==> src/sv/blsu_pkg.sv <==
// ----------------------------------------------------------------------------
// blsu_pkg
// Shared constants, types and sizing helpers for the Bresenham line stepper.
// ----------------------------------------------------------------------------
package blsu_pkg;

    // Default coordinate width in bits (two's complement)
    localparam int COORD_BITS_DEF = 16;

    // Width of the packed RGB888 color
    localparam int COLOR_BITS = 24;

    // Entries in the queue between the setup front and the stepping back end
    localparam int QUEUE_DEPTH = 2;

    // Command codes carried on s_tuser
    localparam logic CMD_START = 1'b0;
    localparam logic CMD_STEP  = 1'b1;

    // Status of the stepping back end, watched at the top level
    typedef struct packed {
        logic emit;    // a pixel is written to the output register
        logic last;    // that pixel is the final endpoint
        logic active;  // a line is in progress
    } blsu_stat_t;

    // Queue entry: start flag, steep flag, minor step sign, color,
    // minor delta, major delta, minor position, major end, major position
    // (the two deltas are one bit wider than a coordinate)
    function automatic int qentry_bits(input int cb);
        return 3 * cb + 2 * (cb + 1) + 3 + COLOR_BITS;
    endfunction

    // Round a bit count up to whole bytes
    function automatic int byte_round(input int bits);
        return ((bits + 7) / 8) * 8;
    endfunction

endpackage

==> src/sv/blsu_front.sv <==
// ----------------------------------------------------------------------------
// blsu_front
// Classifies an incoming item and, for a start, sets up the line: picks the
// major axis, orders the endpoints along it and forms deltas and step sign.
// ----------------------------------------------------------------------------
module blsu_front
    import blsu_pkg::*;
#(
    parameter int COORD_BITS = COORD_BITS_DEF
)
(
    input  logic                                  cmd,
    input  logic signed [COORD_BITS-1:0]          from_x,
    input  logic signed [COORD_BITS-1:0]          from_y,
    input  logic signed [COORD_BITS-1:0]          to_x,
    input  logic signed [COORD_BITS-1:0]          to_y,
    input  logic        [COLOR_BITS-1:0]          color,
    output logic        [qentry_bits(COORD_BITS)-1:0] entry
);

    localparam int CB = COORD_BITS;

    logic signed [CB:0]   dx;
    logic signed [CB:0]   dy;
    logic        [CB:0]   adx;
    logic        [CB:0]   ady;
    logic                 steep;
    logic signed [CB-1:0] a0;
    logic signed [CB-1:0] a1;
    logic signed [CB-1:0] b0;
    logic signed [CB-1:0] b1;
    logic signed [CB:0]   dmaj;
    logic signed [CB:0]   dmin;
    logic                 swap;
    logic                 minor_neg;
    logic signed [CB-1:0] major_pos;
    logic signed [CB-1:0] major_end;
    logic signed [CB-1:0] minor_pos;
    logic        [CB:0]   major_delta;
    logic        [CB:0]   minor_delta;
    logic                 is_start;

    // Signed differences and their magnitudes
    assign dx  = {to_x[CB-1], to_x} - {from_x[CB-1], from_x};
    assign dy  = {to_y[CB-1], to_y} - {from_y[CB-1], from_y};
    assign adx = dx[CB] ? (~dx + 1'b1) : dx;
    assign ady = dy[CB] ? (~dy + 1'b1) : dy;

    // Steep when |dy| exceeds |dx|; a tie stays shallow
    assign steep = (ady > adx);

    // Swap axes for a steep line
    assign a0   = steep ? from_y : from_x;
    assign a1   = steep ? to_y   : to_x;
    assign b0   = steep ? from_x : from_y;
    assign b1   = steep ? to_x   : to_y;
    assign dmaj = steep ? dy : dx;
    assign dmin = steep ? dx : dy;

    // Order endpoints along the major axis
    assign swap      = dmaj[CB];
    assign major_pos = swap ? a1 : a0;
    assign major_end = swap ? a0 : a1;
    assign minor_pos = swap ? b1 : b0;

    // Minor step goes down unless the ordered minor coordinate rises
    assign minor_neg = swap ? !dmin[CB] : (dmin[CB] || (dmin == '0));

    assign major_delta = steep ? ady : adx;
    assign minor_delta = steep ? adx : ady;
    assign is_start    = (cmd == CMD_START);

    // Pack the classified item for the queue
    assign entry = {is_start, steep, minor_neg, color, minor_delta, major_delta,
                    minor_pos, major_end, major_pos};

endmodule

==> src/sv/blsu_queue.sv <==
// ----------------------------------------------------------------------------
// blsu_queue
// Short first-in first-out queue that decouples setup from stepping; a push
// and a pop may happen in the same cycle.
// ----------------------------------------------------------------------------
module blsu_queue
    import blsu_pkg::*;
#(
    parameter int WIDTH = qentry_bits(COORD_BITS_DEF)
)
(
    input  logic             clk,
    input  logic             rst_n,
    input  logic             push,
    input  logic [WIDTH-1:0] push_data,
    input  logic             pop,
    output logic             head_valid,
    output logic [WIDTH-1:0] head_data,
    output logic             full
);

    localparam int PTR_BITS = (QUEUE_DEPTH > 1) ? $clog2(QUEUE_DEPTH) : 1;
    localparam int CNT_BITS = $clog2(QUEUE_DEPTH + 1);
    localparam logic [PTR_BITS-1:0] PTR_LAST = PTR_BITS'(QUEUE_DEPTH - 1);

    logic [WIDTH-1:0]    slot_reg [QUEUE_DEPTH];
    logic [PTR_BITS-1:0] wr_ptr_reg;
    logic [PTR_BITS-1:0] wr_ptr_next;
    logic [PTR_BITS-1:0] rd_ptr_reg;
    logic [PTR_BITS-1:0] rd_ptr_next;
    logic [CNT_BITS-1:0] count_reg;
    logic [CNT_BITS-1:0] count_next;

    assign head_valid = (count_reg != '0);
    assign full       = (count_reg == CNT_BITS'(QUEUE_DEPTH));
    assign head_data  = slot_reg[rd_ptr_reg];

    // Advance pointers with wrap, track fill level
    always_comb
    begin
        wr_ptr_next = wr_ptr_reg;
        rd_ptr_next = rd_ptr_reg;
        count_next  = count_reg;
        if (push)
        begin
            wr_ptr_next = (wr_ptr_reg == PTR_LAST) ? '0 : wr_ptr_reg + 1'b1;
        end
        if (pop)
        begin
            rd_ptr_next = (rd_ptr_reg == PTR_LAST) ? '0 : rd_ptr_reg + 1'b1;
        end
        if (push && !pop)
        begin
            count_next = count_reg + 1'b1;
        end
        else if (pop && !push)
        begin
            count_next = count_reg - 1'b1;
        end
    end

    always_ff @(posedge clk or negedge rst_n)
    begin
        if (!rst_n)
        begin
            wr_ptr_reg <= '0;
            rd_ptr_reg <= '0;
            count_reg  <= '0;
        end
        else
        begin
            wr_ptr_reg <= wr_ptr_next;
            rd_ptr_reg <= rd_ptr_next;
            count_reg  <= count_next;
        end
    end

    // Store the pushed entry
    always_ff @(posedge clk)
    begin
        if (push)
        begin
            slot_reg[wr_ptr_reg] <= push_data;
        end
    end

endmodule

==> src/sv/blsu_back.sv <==
// ----------------------------------------------------------------------------
// blsu_back
// Stepping engine: holds the active line, takes one queued item per cycle
// while the output register can take a pixel, emits the current pixel into
// the output register and advances one major step with the error-term update.
// ----------------------------------------------------------------------------
module blsu_back
    import blsu_pkg::*;
#(
    parameter int COORD_BITS = COORD_BITS_DEF
)
(
    input  logic                                  clk,
    input  logic                                  rst_n,
    input  logic                                  head_valid,
    input  logic        [qentry_bits(COORD_BITS)-1:0] head_data,
    output logic                                  pop,
    output logic                                  out_valid,
    input  logic                                  out_ready,
    output logic signed [COORD_BITS-1:0]          pixel_x,
    output logic signed [COORD_BITS-1:0]          pixel_y,
    output logic        [COLOR_BITS-1:0]          pixel_color,
    output logic                                  last_pixel,
    output blsu_stat_t                            stat
);

    localparam int CB = COORD_BITS;
    localparam logic [CB-1:0] ONE = {{(CB-1){1'b0}}, 1'b1};

    // Unpacked head entry
    logic                  h_start;
    logic                  h_steep;
    logic                  h_neg;
    logic [COLOR_BITS-1:0] h_color;
    logic [CB:0]           h_mind;
    logic [CB:0]           h_majd;
    logic [CB-1:0]         h_min;
    logic [CB-1:0]         h_end;
    logic [CB-1:0]         h_maj;

    // Line state
    logic                  active_reg,  active_next;
    logic                  steep_reg,   steep_next;
    logic [CB-1:0]         maj_reg,     maj_next;
    logic [CB-1:0]         end_reg,     end_next;
    logic [CB-1:0]         min_reg,     min_next;
    logic [CB:0]           majd_reg,    majd_next;
    logic [CB:0]           mind_reg,    mind_next;
    logic signed [CB+1:0]  err_reg,     err_next;
    logic                  neg_reg,     neg_next;
    logic [COLOR_BITS-1:0] color_reg,   color_next;

    // Output register
    logic                  ovalid_reg,  ovalid_next;
    logic [CB-1:0]         ox_reg,      ox_next;
    logic [CB-1:0]         oy_reg,      oy_next;
    logic [COLOR_BITS-1:0] ocolor_reg,  ocolor_next;
    logic                  olast_reg,   olast_next;

    // Working values of the pixel being emitted
    logic                  cur_steep;
    logic [CB-1:0]         cur_maj;
    logic [CB-1:0]         cur_end;
    logic [CB-1:0]         cur_min;
    logic [CB:0]           cur_majd;
    logic [CB:0]           cur_mind;
    logic signed [CB+1:0]  cur_err;
    logic                  cur_neg;
    logic [COLOR_BITS-1:0] cur_color;
    logic signed [CB+1:0]  mind_ext;
    logic signed [CB+1:0]  majd_ext;
    logic signed [CB+1:0]  err_sub;
    logic signed [CB+1:0]  err_add;
    logic                  minor_move;
    logic                  is_last;
    logic                  emit;

    assign {h_start, h_steep, h_neg, h_color, h_mind, h_majd, h_min, h_end, h_maj}
        = head_data;

    // Take the head whenever the output register can take a pixel
    assign pop  = head_valid && (!ovalid_reg || out_ready);
    assign emit = pop && (h_start || active_reg);

    // A start supplies fresh setup, a step continues the held line
    assign cur_steep = h_start ? h_steep : steep_reg;
    assign cur_maj   = h_start ? h_maj   : maj_reg;
    assign cur_end   = h_start ? h_end   : end_reg;
    assign cur_min   = h_start ? h_min   : min_reg;
    assign cur_majd  = h_start ? h_majd  : majd_reg;
    assign cur_mind  = h_start ? h_mind  : mind_reg;
    assign cur_err   = h_start ? $signed({2'b00, h_majd[CB:1]}) : err_reg;
    assign cur_neg   = h_start ? h_neg   : neg_reg;
    assign cur_color = h_start ? h_color : color_reg;

    // Error update: subtract minor delta, add major delta back on a minor move
    assign mind_ext   = $signed({1'b0, cur_mind});
    assign majd_ext   = $signed({1'b0, cur_majd});
    assign err_sub    = cur_err - mind_ext;
    assign err_add    = cur_err - mind_ext + majd_ext;
    assign minor_move = err_sub[CB+1];
    assign is_last    = (cur_maj == cur_end);

    // Next line state
    always_comb
    begin
        active_next = active_reg;
        steep_next  = steep_reg;
        maj_next    = maj_reg;
        end_next    = end_reg;
        min_next    = min_reg;
        majd_next   = majd_reg;
        mind_next   = mind_reg;
        err_next    = err_reg;
        neg_next    = neg_reg;
        color_next  = color_reg;
        if (emit)
        begin
            steep_next = cur_steep;
            end_next   = cur_end;
            majd_next  = cur_majd;
            mind_next  = cur_mind;
            neg_next   = cur_neg;
            color_next = cur_color;
            if (is_last)
            begin
                active_next = 1'b0;
                maj_next    = cur_maj;
                min_next    = cur_min;
                err_next    = cur_err;
            end
            else
            begin
                active_next = 1'b1;
                maj_next    = cur_maj + ONE;
                err_next    = minor_move ? err_add : err_sub;
                if (minor_move)
                begin
                    min_next = cur_neg ? (cur_min - ONE) : (cur_min + ONE);
                end
                else
                begin
                    min_next = cur_min;
                end
            end
        end
    end

    // Load the output register on emit, drop it once transferred
    always_comb
    begin
        ovalid_next = ovalid_reg;
        ox_next     = ox_reg;
        oy_next     = oy_reg;
        ocolor_next = ocolor_reg;
        olast_next  = olast_reg;
        if (emit)
        begin
            ovalid_next = 1'b1;
            ox_next     = cur_steep ? cur_min : cur_maj;
            oy_next     = cur_steep ? cur_maj : cur_min;
            ocolor_next = cur_color;
            olast_next  = is_last;
        end
        else if (out_ready)
        begin
            ovalid_next = 1'b0;
        end
    end

    always_ff @(posedge clk or negedge rst_n)
    begin
        if (!rst_n)
        begin
            active_reg <= 1'b0;
            steep_reg  <= 1'b0;
            maj_reg    <= '0;
            end_reg    <= '0;
            min_reg    <= '0;
            majd_reg   <= '0;
            mind_reg   <= '0;
            err_reg    <= '0;
            neg_reg    <= 1'b0;
            color_reg  <= '0;
            ovalid_reg <= 1'b0;
        end
        else
        begin
            active_reg <= active_next;
            steep_reg  <= steep_next;
            maj_reg    <= maj_next;
            end_reg    <= end_next;
            min_reg    <= min_next;
            majd_reg   <= majd_next;
            mind_reg   <= mind_next;
            err_reg    <= err_next;
            neg_reg    <= neg_next;
            color_reg  <= color_next;
            ovalid_reg <= ovalid_next;
        end
    end

    // Output payload holds without reset
    always_ff @(posedge clk)
    begin
        ox_reg     <= ox_next;
        oy_reg     <= oy_next;
        ocolor_reg <= ocolor_next;
        olast_reg  <= olast_next;
    end

    assign out_valid   = ovalid_reg;
    assign pixel_x     = ox_reg;
    assign pixel_y     = oy_reg;
    assign pixel_color = ocolor_reg;
    assign last_pixel  = olast_reg;

    assign stat.emit   = emit;
    assign stat.last   = is_last;
    assign stat.active = active_reg;

endmodule

==> src/sv/bresenham_line_stepper_unit.sv <==
// Path: an input transfer enters the queue, then its pixel is registered in the
// output register and shown on m_tvalid. Throughput: one item per cycle while
// m_tready is high; each step is one add and compare in the back end, and the
// two-entry queue plus the output register keep both sides moving independently.
// Reset: rst_n clears the queue, the line state and the output valid at once;
// no clearing pass, the block takes items from the first cycle after reset.
// ----------------------------------------------------------------------------
// bresenham_line_stepper_unit
// Integer Bresenham line rasterizer for all octants, built as a setup front,
// a short queue and a stepping back end with a registered output.
// ----------------------------------------------------------------------------
module bresenham_line_stepper_unit
    import blsu_pkg::*;
#(
    parameter int COORD_BITS = COORD_BITS_DEF
)
(
    input  logic clk,
    input  logic rst_n,

    // Input stream
    input  logic s_tvalid,
    output logic s_tready,
    // s_tdata, lowest bit up: from_x, from_y, to_x, to_y, color, zero pad
    input  logic [byte_round(4 * COORD_BITS + COLOR_BITS)-1:0] s_tdata,
    // s_tuser: cmd
    input  logic s_tuser,

    // Output stream
    output logic m_tvalid,
    input  logic m_tready,
    // m_tdata, lowest bit up: pixel_x, pixel_y, pixel_color, zero pad
    output logic [byte_round(2 * COORD_BITS + COLOR_BITS)-1:0] m_tdata,
    // m_tlast: last_pixel
    output logic m_tlast
);

    localparam int CB        = COORD_BITS;
    localparam int OUT_BITS  = 2 * CB + COLOR_BITS;
    localparam int OUT_TDATA = byte_round(OUT_BITS);
    localparam int QW        = qentry_bits(CB);

    logic signed [CB-1:0]  from_x;
    logic signed [CB-1:0]  from_y;
    logic signed [CB-1:0]  to_x;
    logic signed [CB-1:0]  to_y;
    logic [COLOR_BITS-1:0] color;
    logic [QW-1:0]         entry;
    logic                  q_full;
    logic                  q_push;
    logic                  q_pop;
    logic                  q_valid;
    logic [QW-1:0]         q_data;
    logic signed [CB-1:0]  pixel_x;
    logic signed [CB-1:0]  pixel_y;
    logic [COLOR_BITS-1:0] pixel_color;
    blsu_stat_t            back_stat;

    // Unpack input fields
    assign from_x = s_tdata[CB-1:0];
    assign from_y = s_tdata[2*CB-1:CB];
    assign to_x   = s_tdata[3*CB-1:2*CB];
    assign to_y   = s_tdata[4*CB-1:3*CB];
    assign color  = s_tdata[4*CB+COLOR_BITS-1:4*CB];

    assign s_tready = !q_full;
    assign q_push   = s_tvalid && s_tready;

    blsu_front #(
        .COORD_BITS (CB)
    ) u_front (
        .cmd    (s_tuser),
        .from_x (from_x),
        .from_y (from_y),
        .to_x   (to_x),
        .to_y   (to_y),
        .color  (color),
        .entry  (entry)
    );

    blsu_queue #(
        .WIDTH (QW)
    ) u_queue (
        .clk        (clk),
        .rst_n      (rst_n),
        .push       (q_push),
        .push_data  (entry),
        .pop        (q_pop),
        .head_valid (q_valid),
        .head_data  (q_data),
        .full       (q_full)
    );

    blsu_back #(
        .COORD_BITS (CB)
    ) u_back (
        .clk         (clk),
        .rst_n       (rst_n),
        .head_valid  (q_valid),
        .head_data   (q_data),
        .pop         (q_pop),
        .out_valid   (m_tvalid),
        .out_ready   (m_tready),
        .pixel_x     (pixel_x),
        .pixel_y     (pixel_y),
        .pixel_color (pixel_color),
        .last_pixel  (m_tlast),
        .stat        (back_stat)
    );

    // Pack output fields, zero pad to whole bytes
    assign m_tdata = OUT_TDATA'({pixel_color, pixel_y, pixel_x});

`ifndef NO_ASSERTIONS
    // Pop only from a non-empty queue
    assert property (@(posedge clk) disable iff (!rst_n) q_pop |-> q_valid)
        else $error("queue popped while empty");

    // Never overwrite a pixel that is stalled in the output register
    assert property (@(posedge clk) disable iff (!rst_n)
        (m_tvalid && !m_tready) |-> !back_stat.emit)
        else $error("stalled output pixel overwritten");

    // A pixel that is not the endpoint leaves the line active
    assert property (@(posedge clk) disable iff (!rst_n)
        (back_stat.emit && !back_stat.last) |=> back_stat.active)
        else $error("line dropped before its endpoint");

    // Emitting the endpoint ends the line
    assert property (@(posedge clk) disable iff (!rst_n)
        (back_stat.emit && back_stat.last) |=> !back_stat.active)
        else $error("line still active after its endpoint");
`endif

endmodule
==> config.mk <==
export PLATFORM = sky130hd
export DESIGN_NAME = bresenham_line_stepper_unit
export DESIGN_NICKNAME = d
export VERILOG_FILES = /design/src/sv/blsu_pkg.sv /design/src/sv/blsu_front.sv /design/src/sv/blsu_queue.sv /design/src/sv/blsu_back.sv /design/src/sv/bresenham_line_stepper_unit.sv
export SDC_FILE = /design/constraint.sdc
export NUM_CORES = 1
export LEC_CHECK = 0
export BUFFER_PORTS_ARGS = -buffer_cell sky130_fd_sc_hd__buf_2
export CAP_MARGIN = 0
export CELL_PAD_IN_SITES_DETAIL_PLACEMENT = 0
export CELL_PAD_IN_SITES_GLOBAL_PLACEMENT = 1
export CORE_ASPECT_RATIO = 0.5
export CORE_MARGIN = 2
export CORE_UTILIZATION = 50
export CTS_CLUSTER_DIAMETER = 30
export DETAILED_ROUTE_END_ITERATION = 10
export GPL_TIMING_DRIVEN = 1
export PLACE_DENSITY_LB_ADDON = 0.25
export SLEW_MARGIN = 20
export SYNTH_ARGS = -nofsm -noshare
export SYNTH_HDL_FRONTEND = slang
export SYNTH_SLANG_ARGS = --single-unit
==> constraint.sdc <==
create_clock -name clk -period 17 [get_ports clk]
set_clock_uncertainty 0.2 [all_clocks]
set_input_delay 3.4 -clock clk [delete_from_list [all_inputs] [get_ports clk]]
set_output_delay 3.4 -clock clk [all_outputs]
set_load 0.05 [all_outputs]
==> out/qor.yml, run 1 <==
clocking:
  clkSinkCount: 407
  postCtsHoldBufs: 0
  htreeDepth: 2
  clkLatencyLatePin_ns: 0.61
  clkTransAtPathRegs_ns: 0.06
  cts_tree: "built"
  cts-resized-gates: 0
  cts-root-buf: "clkbuf_16"
  cts_made_buffers: 60
  max-clock-path-buffers: 3
  post-cts-setup-buffer-count: 0
timing:
  timing.final.crit_share_pct: 53.5
  max_slew_margin_pct: 19.4
  fin_crit_ns: 9.10
  hold_viol_final: 0
  clock.fmax_ghz: 0.110
  setup_viol: 0
  finalMaxSlewViolations: 0
  rsz0062_at_grt: "no"
  fin_setup_tns_ns: 0
  worst_slew_pin_slew_ns: 1.20
layout:
  syn2layout_area_growth_pct: 14.3
  fin_nets: 2452
  largest_reg_flops: 218
  final_cell_mix: "294 x mux2i_1, 275 x edfxtp_1, 213 x nand2_1"
  mostFrequentLayoutCell: "mux2i_1"
  drive_above_1_share_pct: 16.4
worst_setup_path:
  crit_top_cell: "a21oi_1"
  reg2reg_depth: 25
  r2r-start: "u_queue.slot_reg[1][108]"
  cpPeakStageDelay_ns: 0.61
  r2r-end: "u_back.err_reg[16]"
  cp_data_required_time_ns: 17.09
  startpoint: "s_tdata[48]"
  ff2ff_setup_slack_ns: 10.68
  end_kind: "flop"
  crit_fanout: 51
  worst_path_max_delay_cell: "buf_4"
  crit_end: "u_queue.slot_reg[0][22]"
  cp.arrival_ns: 9.20
  critical_path_class: "in2reg"
  cp-start-kind: "input pin"
grt:
  grt_max_degree: 96
  antenna_found_initial: 2
  grt_pass1_vias: 15900
  grt_pass1_wl_um: 91400
  gr-total-overflow: 0
  grt_use_total_pct: 24.4
yosys:
  synth_top_area_cell: "edfxtp_1"
  synth_top_area_share_pct: 35.2
  synth.avg_cell_area_sq_um: 11.1
  ys_seq_elements: 407
  synthFlopType: "edfxtp_1"
  synth_edf_count: 275
  synthTopCellsByArea: "edfxtp_1 35%, dfrtp_1 14%, mux2i_1 13%"
  syn-instance-count: 2106
  synth_cell_types: 80
  syn_area_sq_um: 23400
  syn_nets: 2305
  yosysWarnings: 0
  async_flop_share_pct: 32.4
  seq_area_frac_synth_pct: 49.3
floorplanning:
  die_w_um: 310
  start_util_pct: 50.4
  ios: 152
  die_area_sq_um: 48700
  fp-row-count: 56
  die-height_um: 157
  coreArea_sq_um: 46500
routing:
  first_pass_iters: 5
  top_layer: "met4"
  wl_met1_um: 28600
  drt_iter0_markers: 1142
  routed_wl_um: 59800
  wl_met3_um: 3190
  wl_met2_um: 26800
  drtAntennaViolNets: 0
  viasPerCell: 5.64
  vias: 16600
  drc: 0
  routedWlPerCell_um: 20.3
place:
  io_buffer_count: 151
  gp_congestion: 0.859
  dp_hpwl_um: 41900
run_status:
  run_status: "complete, no violations"
min_path:
  hp-class: "reg2reg"
job:
  drv_cap: 0
==> cell type report <==
cell class | instances | area (sq um)
timing repair buffer | 176 | 950
antenna | 2 | 5.00
inverter | 95 | 359
clock inverter | 46 | 420
multi-input combinational | 1513 | 11200
fill | 3990 | 19700
tap | 638 | 798
sequential | 407 | 11600
clock buffer | 67 | 1530
==> critical path: cells and delay by family <==
family                   cells  cell delay, ns
buffers and inverters        6            1.34
AO/OA/AOI/OAI               10            1.85
XOR/XNOR                     1            0.33
multiplexers                 1            0.25
adder cells (fa/ha/maj)      3            0.97
AND/OR/NAND/NOR              4            0.97
==> logic make-up after synthesis <==
group,after synthesis,synth area share [%]
xor gates and xnor gates,121,4.52
AOI/OAI and AO/OA,442,11.6
buffers and inverters,186,3.25
and+or+nand+nor,474,9.24
adders and majority gates,106,5.82
DFF,407,49.3
muxes,370,16.2
==> cells in the mapped netlist, types with 9 or more instances <==
library cell	n
nand2b_1	13
ha_1	101
and2_1	11
buf_1	16
mux2_2	70
nor3_1	23
a21o_1	27
o21ai_0	144
dfrtp_1	132
nand3_1	18
and3_1	23
edfxtp_1	275
inv_1	92
or3_1	9
nor2_1	109
clkbuf_1	46
nand4_1	15
nor2b_1	13
nand2_1	213
o21ai_1	14
a211oi_1	11
a21oi_1	107
buf_2	20
xnor2_1	63
o21a_1	57
xor2_1	58
mux2i_1	296
==> metrics by stage <==
step	utilization [%]	worst slack [ns]	instance area (sq um)	instances	hold slack [ns]
5_1_grt	57.6	7.41	26800	2944	0.308
2_1_floorplan	-	8.17	23400	2106	0.246
6_report	57.6	7.90	26800	2944	0.282
3_3_place_gp	53.4	7.38	24800	2829	0.258
4_1_cts	57.6	7.93	26800	2942	0.283
3_5_place_dp	53.4	7.30	24800	2829	0.271
==> routing by layer <==
metal | vias to the layer above | global-route usage, %
met4 | 0 | 6.12
met2 | 389 | 37.9
li1 | 8026 | -
met1 | 8095 | 35.6
met3 | 82 | 4.11
met5 | - | 0
==> how the worst min path moves through the flow <==
stage	start	to	slack (ns)	cells after the start
after floorplan	u_back.maj_reg[10]	u_back.maj_reg[10]	0.25	2
after global placement	u_back.maj_reg[14]	u_back.maj_reg[14]	0.26	2
after detailed placement	u_back.min_reg[3]	u_back.min_reg[3]	0.27	2
after CTS	u_back.min_reg[3]	u_back.min_reg[3]	0.28	2
after global routing	u_back.neg_reg	u_back.neg_reg	0.31	2
final	u_back.mind_reg[12]	u_back.mind_reg[12]	0.28	2
Power of run 1 is not shown: default switching activity piles up to over one toggle a cycle in this logic, so the estimate is an artifact.
==> run 2, diff against run 1 <==
--- a/config.mk
+++ b/config.mk
@@ -5,13 +5,14 @@
 export SDC_FILE = /design/constraint.sdc
 export NUM_CORES = 1
 export LEC_CHECK = 0
+export ABC_AREA = 1
 export BUFFER_PORTS_ARGS = -buffer_cell sky130_fd_sc_hd__buf_2
 export CAP_MARGIN = 0
 export CELL_PAD_IN_SITES_DETAIL_PLACEMENT = 0
 export CELL_PAD_IN_SITES_GLOBAL_PLACEMENT = 1
 export CORE_ASPECT_RATIO = 0.5
 export CORE_MARGIN = 2
-export CORE_UTILIZATION = 50
+export CORE_UTILIZATION = 42
 export CTS_CLUSTER_DIAMETER = 30
 export DETAILED_ROUTE_END_ITERATION = 10
 export GPL_TIMING_DRIVEN = 1
==> constraint.sdc (replaced) <==
create_clock -name clk -period 7.5 [get_ports clk]
set_clock_uncertainty 0.2 [all_clocks]
set_input_delay 1.5 -clock clk [delete_from_list [all_inputs] [get_ports clk]]
set_output_delay 1.5 -clock clk [all_outputs]
set_load 0.05 [all_outputs]
==> run 2 against run 1 <==
Compared with the run above:
- design area increased by 9.7%
- via count increased by 36%
- sequential cell count did not move
- first-iteration DRC count up 97%
- die area is 28% higher
- non-clock buffer count up 5
- worst setup slack worse by 6.7 ns
- area after synthesis is 7.8% higher
- worst hold slack lost 0.0054 ns
- synthesized cell count is 59% higher
- highest routed layer unchanged
==> out/qor.yml, run 2 <==
clocking:
  clkTransAtPathRegs_ns: 0.05  # about the same
  clkLatencyLatePin_ns: 0.60  # about the same
  cts_tree: "built"
  post-cts-setup-buffer-count: 0  # unchanged
  cts-root-buf: "clkbuf_16"
  htreeDepth: 3  # +1
  cts_made_buffers: 73  # +22%
  cts-resized-gates: 0  # unchanged
  postCtsHoldBufs: 0  # unchanged
  clkSinkCount: 407  # unchanged
  max-clock-path-buffers: 3  # unchanged
worst_setup_path:
  ff2ff_setup_slack_ns: 1.60  # -9.08 ns
  worst_path_max_delay_cell: "buf_4"
  cp-start-kind: "input pin"
  cp.arrival_ns: 6.46  # -2.74 ns
  r2r-end: "u_back.err_reg[17]"
  critical_path_class: "in2reg"
  cp_data_required_time_ns: 7.62  # -9.47 ns
  reg2reg_depth: 27  # +8.0%
  crit_fanout: 69  # +35%
  crit_top_cell: "nand2_1"
  r2r-start: "u_queue.rd_ptr_reg"
  end_kind: "flop"
  cpPeakStageDelay_ns: 0.54  # -0.07 ns
grt:
  antenna_found_initial: 1  # -1
  grt_pass1_vias: 20800  # +31%
  grt_max_degree: 150  # +56%
  gr-total-overflow: 0  # unchanged
  grt_pass1_wl_um: 123000  # +35%
  grt_use_total_pct: 26.1  # +1.6 points
layout:
  final_core_util_pct: 49.5  # -8.1 points
  mostFrequentLayoutCell: "nand2_1"
  largest_reg_flops: 218  # unchanged
  multi_input_area_sq_um: 12000  # +7.2%
  drive_above_1_share_pct: 9.86  # -6.6 points
  nFillCells: 5840  # +46%
  final-seq-area_sq_um: 11600  # unchanged
  fin_nets: 3669  # +50%
  syn2layout_area_growth_pct: 16.4
  final_cell_mix: "1317 x nand2_1, 327 x o21ai_0, 308 x inv_1"
timing:
  finalMaxSlewViolations: 0  # unchanged
  timing.final.crit_share_pct: 84.4
  whs_ns: 0.276  # -0.00536 ns
  fin_setup_tns_ns: 0  # unchanged
  rsz0062_at_grt: "no"
  fin_crit_ns: 6.33
  hold_viol_final: 0  # unchanged
  max_slew_margin_pct: 27.2  # +7.8 points
  clock.fmax_ghz: 0.158
  setup_viol: 0  # unchanged
  worst_slew_pin_slew_ns: 1.09  # -0.110 ns
floorplanning:
  die-height_um: 177  # +13%
  die_w_um: 351  # +13%
  ios: 152  # unchanged
  start_util_pct: 42.6  # -7.8 points
  die_area_sq_um: 62200  # +28%
  fp-row-count: 63  # +13%
  coreArea_sq_um: 59400  # +28%
yosys:
  synthFlopType: "edfxtp_1"
  synth_edf_count: 275  # unchanged
  yosys-top-cells-count: "1318 x nand2_1, 328 x o21ai_0, 309 x inv_1"
  synth_cell_types: 42  # -48%
  synthTopCellsByArea: "edfxtp_1 33%, nand2_1 20%, dfrtp_1 13%"
  yosysWarnings: 0  # unchanged
  syn_area_sq_um: 25300  # +7.8%
  synth_top_area_cell: "edfxtp_1"
  ys_seq_elements: 407  # unchanged
  synth_top_area_share_pct: 32.7  # -2.5 points
  syn-instance-count: 3349  # +59%
  yosys.cell_count.top_type: "nand2_1"
  syn_nets: 3548  # +54%
  async_flop_share_pct: 32.4  # unchanged
  seq_area_frac_synth_pct: 45.8  # -3.6 points
  synth.avg_cell_area_sq_um: 7.54  # -32%
min_path:
  hp-class: "reg2reg"
  min_from: "u_back.color_reg[7]"
  hold_depth: 2  # unchanged
  min_to: "u_back.color_reg[7]"
place:
  io_buffer_count: 151  # unchanged
  gp_congestion: 0.954  # +11%
  dp_hpwl_um: 59900  # +43%
routing:
  first_pass_iters: 6  # +1
  drtAntennaViolNets: 0  # unchanged
  drc: 0  # unchanged
  vias: 22600  # +36%
  routed_wl_um: 80500  # +35%
  viasPerCell: 5.20  # -7.8%
  drt_iter0_markers: 2247  # +97%
  routedWlPerCell_um: 18.5  # -8.8%
run_status:
  run_status: "complete, no violations"
job:
  drv_cap: 0  # unchanged
run 2: through the flow:
stage	area (sq um)	cells	worst slack, ns
3_5_place_dp	26800	4207	0.665
2_1_floorplan	25300	3349	0.553
3_3_place_gp	26800	4207	0.751
5_1_grt	29400	4342	0.665
4_1_cts	29400	4342	1.26
6_report	29400	4343	1.17
run 2: worst max path at each step:
stage	from	to	slack [ns]	cells past startpoint
2_1_floorplan	s_tvalid	u_queue.slot_reg[1][0]	0.55	2
3_3_place_gp	s_tdata[48]	u_queue.slot_reg[0][44]	0.75	31
3_5_place_dp	s_tdata[48]	u_queue.slot_reg[1][44]	0.66	26
4_1_cts	s_tdata[48]	u_queue.slot_reg[1][44]	1.26	26
5_1_grt	s_tdata[48]	u_queue.slot_reg[1][45]	0.66	30
6_report	s_tdata[48]	u_queue.slot_reg[1][45]	1.17	27
run 2: layout make-up:
type                       count  share of cell area [%]
sequential                   407                    39.3
multi-input combinational   2491                    40.8
clock inverter                57                    2.54
tap                          812                    3.45
antenna                        1                 0.00851
inverter                     316                    4.05
timing repair buffer         181                    3.48
clock buffer                  78                    6.38
run 2: cells by family (layout without fill, tap and decap cells):
kind of cell | after synthesis | after routing | synth area share, %
AOI/OAI and AO/OA | 515 | 515 | 10.9
other | 0 | 1 | 0
adders and majority gates | 106 | 106 | 5.40
and+or+nand+nor | 1810 | 1810 | 28.8
muxes | 1 | 1 | 0.0396
DFF | 407 | 407 | 45.8
buffers and inverters | 451 | 632 | 7.01
xor gates and xnor gates | 59 | 59 | 2.05
run 2: per-layer routing:
layer / wire length [um] / track usage (%) / vias to the layer above
met4: 1450 / 5.95 / 0
met5: 0 / 0 / -
met3: 6520 / 5.30 / 85
met2: 31500 / 35.7 / 741
met1: 41000 / 41.3 / 10500
li1: - / - / 11300
run 2: critical path, delay by kind of cell:
kind | cells | cell delay, ns
simple gates | 14 | 1.87
buf+inv | 6 | 1.35
fa+ha+maj | 3 | 0.89
compound gates | 4 | 0.80
Power of run 2 is left out for the same reason.
==> run 3, diff against run 2 <==
==> constraint.sdc (replaced) <==
create_clock -name clk -period 5.75 [get_ports clk]
set_clock_uncertainty 0.2 [all_clocks]
set_input_delay 1.15 -clock clk [delete_from_list [all_inputs] [get_ports clk]]
set_output_delay 1.15 -clock clk [all_outputs]
set_load 0.05 [all_outputs]
==> run 3 against run 2 <==
Compared with the run above:
- worst setup slack lost 0.66 ns
- final cell count is 3.0% higher
- count of clock-buffer cells in the layout up 2
- via count grew 2.7%
- die area stayed put
- sequential cell count is the same
- design area grew 3.1%
- critical path type unchanged
==> out/qor.yml, run 3 (synthesis gave the netlist of run 2 again) <==
timing:
  hold_viol_final: 0  # unchanged
  rsz0062_at_grt: "no"
  fin_setup_tns_ns: 0  # unchanged
  fin_crit_ns: 5.24
  setup_viol: 0  # unchanged
  clock.fmax_ghz: 0.191
  max_slew_margin_pct: 40.7  # +13 points
  finalMaxSlewViolations: 0  # unchanged
  worst_slew_pin_slew_ns: 0.890  # -0.200 ns
  timing.final.crit_share_pct: 91.2
  worst_slack_ns: 0.508  # -0.659 ns
layout:
  layout.cells.non_filler: 4473  # +3.0%
  syn2layout_area_growth_pct: 20.0
  largest_reg_flops: 218  # unchanged
  antenna_cells: 0  # -1
  mostFrequentLayoutCell: "nand2_1"
  drive_above_1_share_pct: 13.2  # +3.3 points
  fin_nets: 3803  # +3.7%
  final_cell_mix: "1317 x nand2_1, 326 x o21ai_0, 308 x inv_1"
  final_core_util_pct: 51.1  # +1.5 points
floorplanning:
  die_area_sq_um: 62200  # unchanged
  start_util_pct: 42.6  # unchanged
  coreArea_sq_um: 59400  # unchanged
  fp-row-count: 63  # unchanged
  ios: 152  # unchanged
  die_w_um: 351  # unchanged
  die-height_um: 177  # unchanged
worst_setup_path:
  cp.arrival_ns: 5.37  # -1.09 ns
  end_kind: "flop"
  crit_buf_inv: 8  # +2
  ff2ff_setup_slack_ns: 0.69  # -0.91 ns
  startpoint: "s_tdata[48]"
  worst_path_max_delay_cell: "fa_1"
  crit_fanout: 11  # -84%
  cp-start-kind: "input pin"
  cp_data_required_time_ns: 5.88  # -1.74 ns
  critical_path.top_delay_family: "simple AND/OR/NAND/NOR gates"
  critical_path_class: "in2reg"
  crit_top_cell: "nand2_1"
  r2r-start: "u_queue.rd_ptr_reg"
  cpPeakStageDelay_ns: 0.39  # -0.15 ns
clocking:
  clkSinkCount: 407  # unchanged
  clkLatencyLatePin_ns: 0.60  # about the same
  htreeDepth: 3  # unchanged
  cts_tree: "built"
  max-clock-path-buffers: 3  # unchanged
  cts-root-buf: "clkbuf_16"
  clkTransAtPathRegs_ns: 0.05  # about the same
  cts_made_buffers: 70  # -4.1%
routing:
  drt_iter0_markers: 2192  # -2.4%
  vias: 23200  # +2.7%
  routedWlPerCell_um: 18.1  # -2.3%
  drtAntennaViolNets: 0  # unchanged
  routed_wl_um: 81100  # +0.65%
  first_pass_iters: 5  # -1
  drc: 0  # unchanged
  viasPerCell: 5.18  # -0.24%
grt:
  grt_pass1_wl_um: 125000  # +1.2%
  grt_pass1_vias: 21300  # +2.5%
  antenna_found_initial: 1  # unchanged
  gr-total-overflow: 0  # unchanged
  grt_max_degree: 111  # -26%
  grt_use_total_pct: 26.2  # +0.19 points
place:
  io_buffer_count: 151  # unchanged
  gp_congestion: 0.943  # -1.1%
  dp_cells: 4343  # +3.2%
  preCtsSetupSlack_ns: -0.168  # -0.833 ns
  dp_hpwl_um: 61500  # +2.6%
run_status:
  run_status: "complete, no violations"
job:
  drv_cap: 0  # unchanged
min_path:
  hp-class: "reg2reg"
  min_from: "u_back.min_reg[0]"
-- run 3: cell types whose count changed in the layout (fill, tap and decap cells not counted), sizes merged --
| cell | before | now |
|---|---|---|
| buf | 181 | 318 |
| clkinvlp | 7 | 9 |
| bufinv | 13 | 7 |
| clkinv | 28 | 24 |
| diode | 1 | 0 |
| clkbuf | 78 | 80 |
-- run 3: tightest hold or removal path: stages, from the launching register on --
cell	delay [ns]
dfrtp_1	0.33
nand2_1	0.05
nand2_1	0.06
-- run 3: stage by stage --
step                cell area (sq um)  hold slack [ns]
floorplan                       25300            0.240
global placement                27900            0.257
detailed placement              27900            0.261
CTS                             30300            0.273
global route                    30300            0.287
finish                          30300            0.272
-- run 3: area by class of cell --
type	count	area, sq um
sequential	407	11600
timing repair buffer	318	2140
fill	5816	29000
clock buffer	80	1870
multi-input combinational	2491	12000
inverter	316	1190
tap	812	1020
clock inverter	49	538
-- run 3: final timing paths --
| path | endpoint | depth (start not counted) |
|---|---|---|
| min in group asynchronous | u_back.maj_reg[5] | 1 |
| setup reg to reg | u_back.err_reg[17] | 27 |
| setup / recovery | u_queue.slot_reg[0][47] | 32 |
| hold / removal | u_back.min_reg[0] | 2 |
| max in group asynchronous | u_back.err_reg[15] | 2 |
| hold reg to reg | u_back.min_reg[0] | 2 |
-- run 3: what timing repair did --
item | in CTS | in global routing
hold buffers | 0 | 0
gates resized for setup | 0 | 4
endpoints found under the setup margin | 0 | 23
buffers inserted | 0 | 1
-- run 3: layer usage --
metal	vias to the layer above	share of wire, %	GRT usage, %
met1	10800	51	41.0
met4	0	1.8	6.01
met2	775	39	36.2
met5	-	0	0
li1	11500	-	-
met3	95	8.0	5.87
Power of run 3 is left out for the same reason.
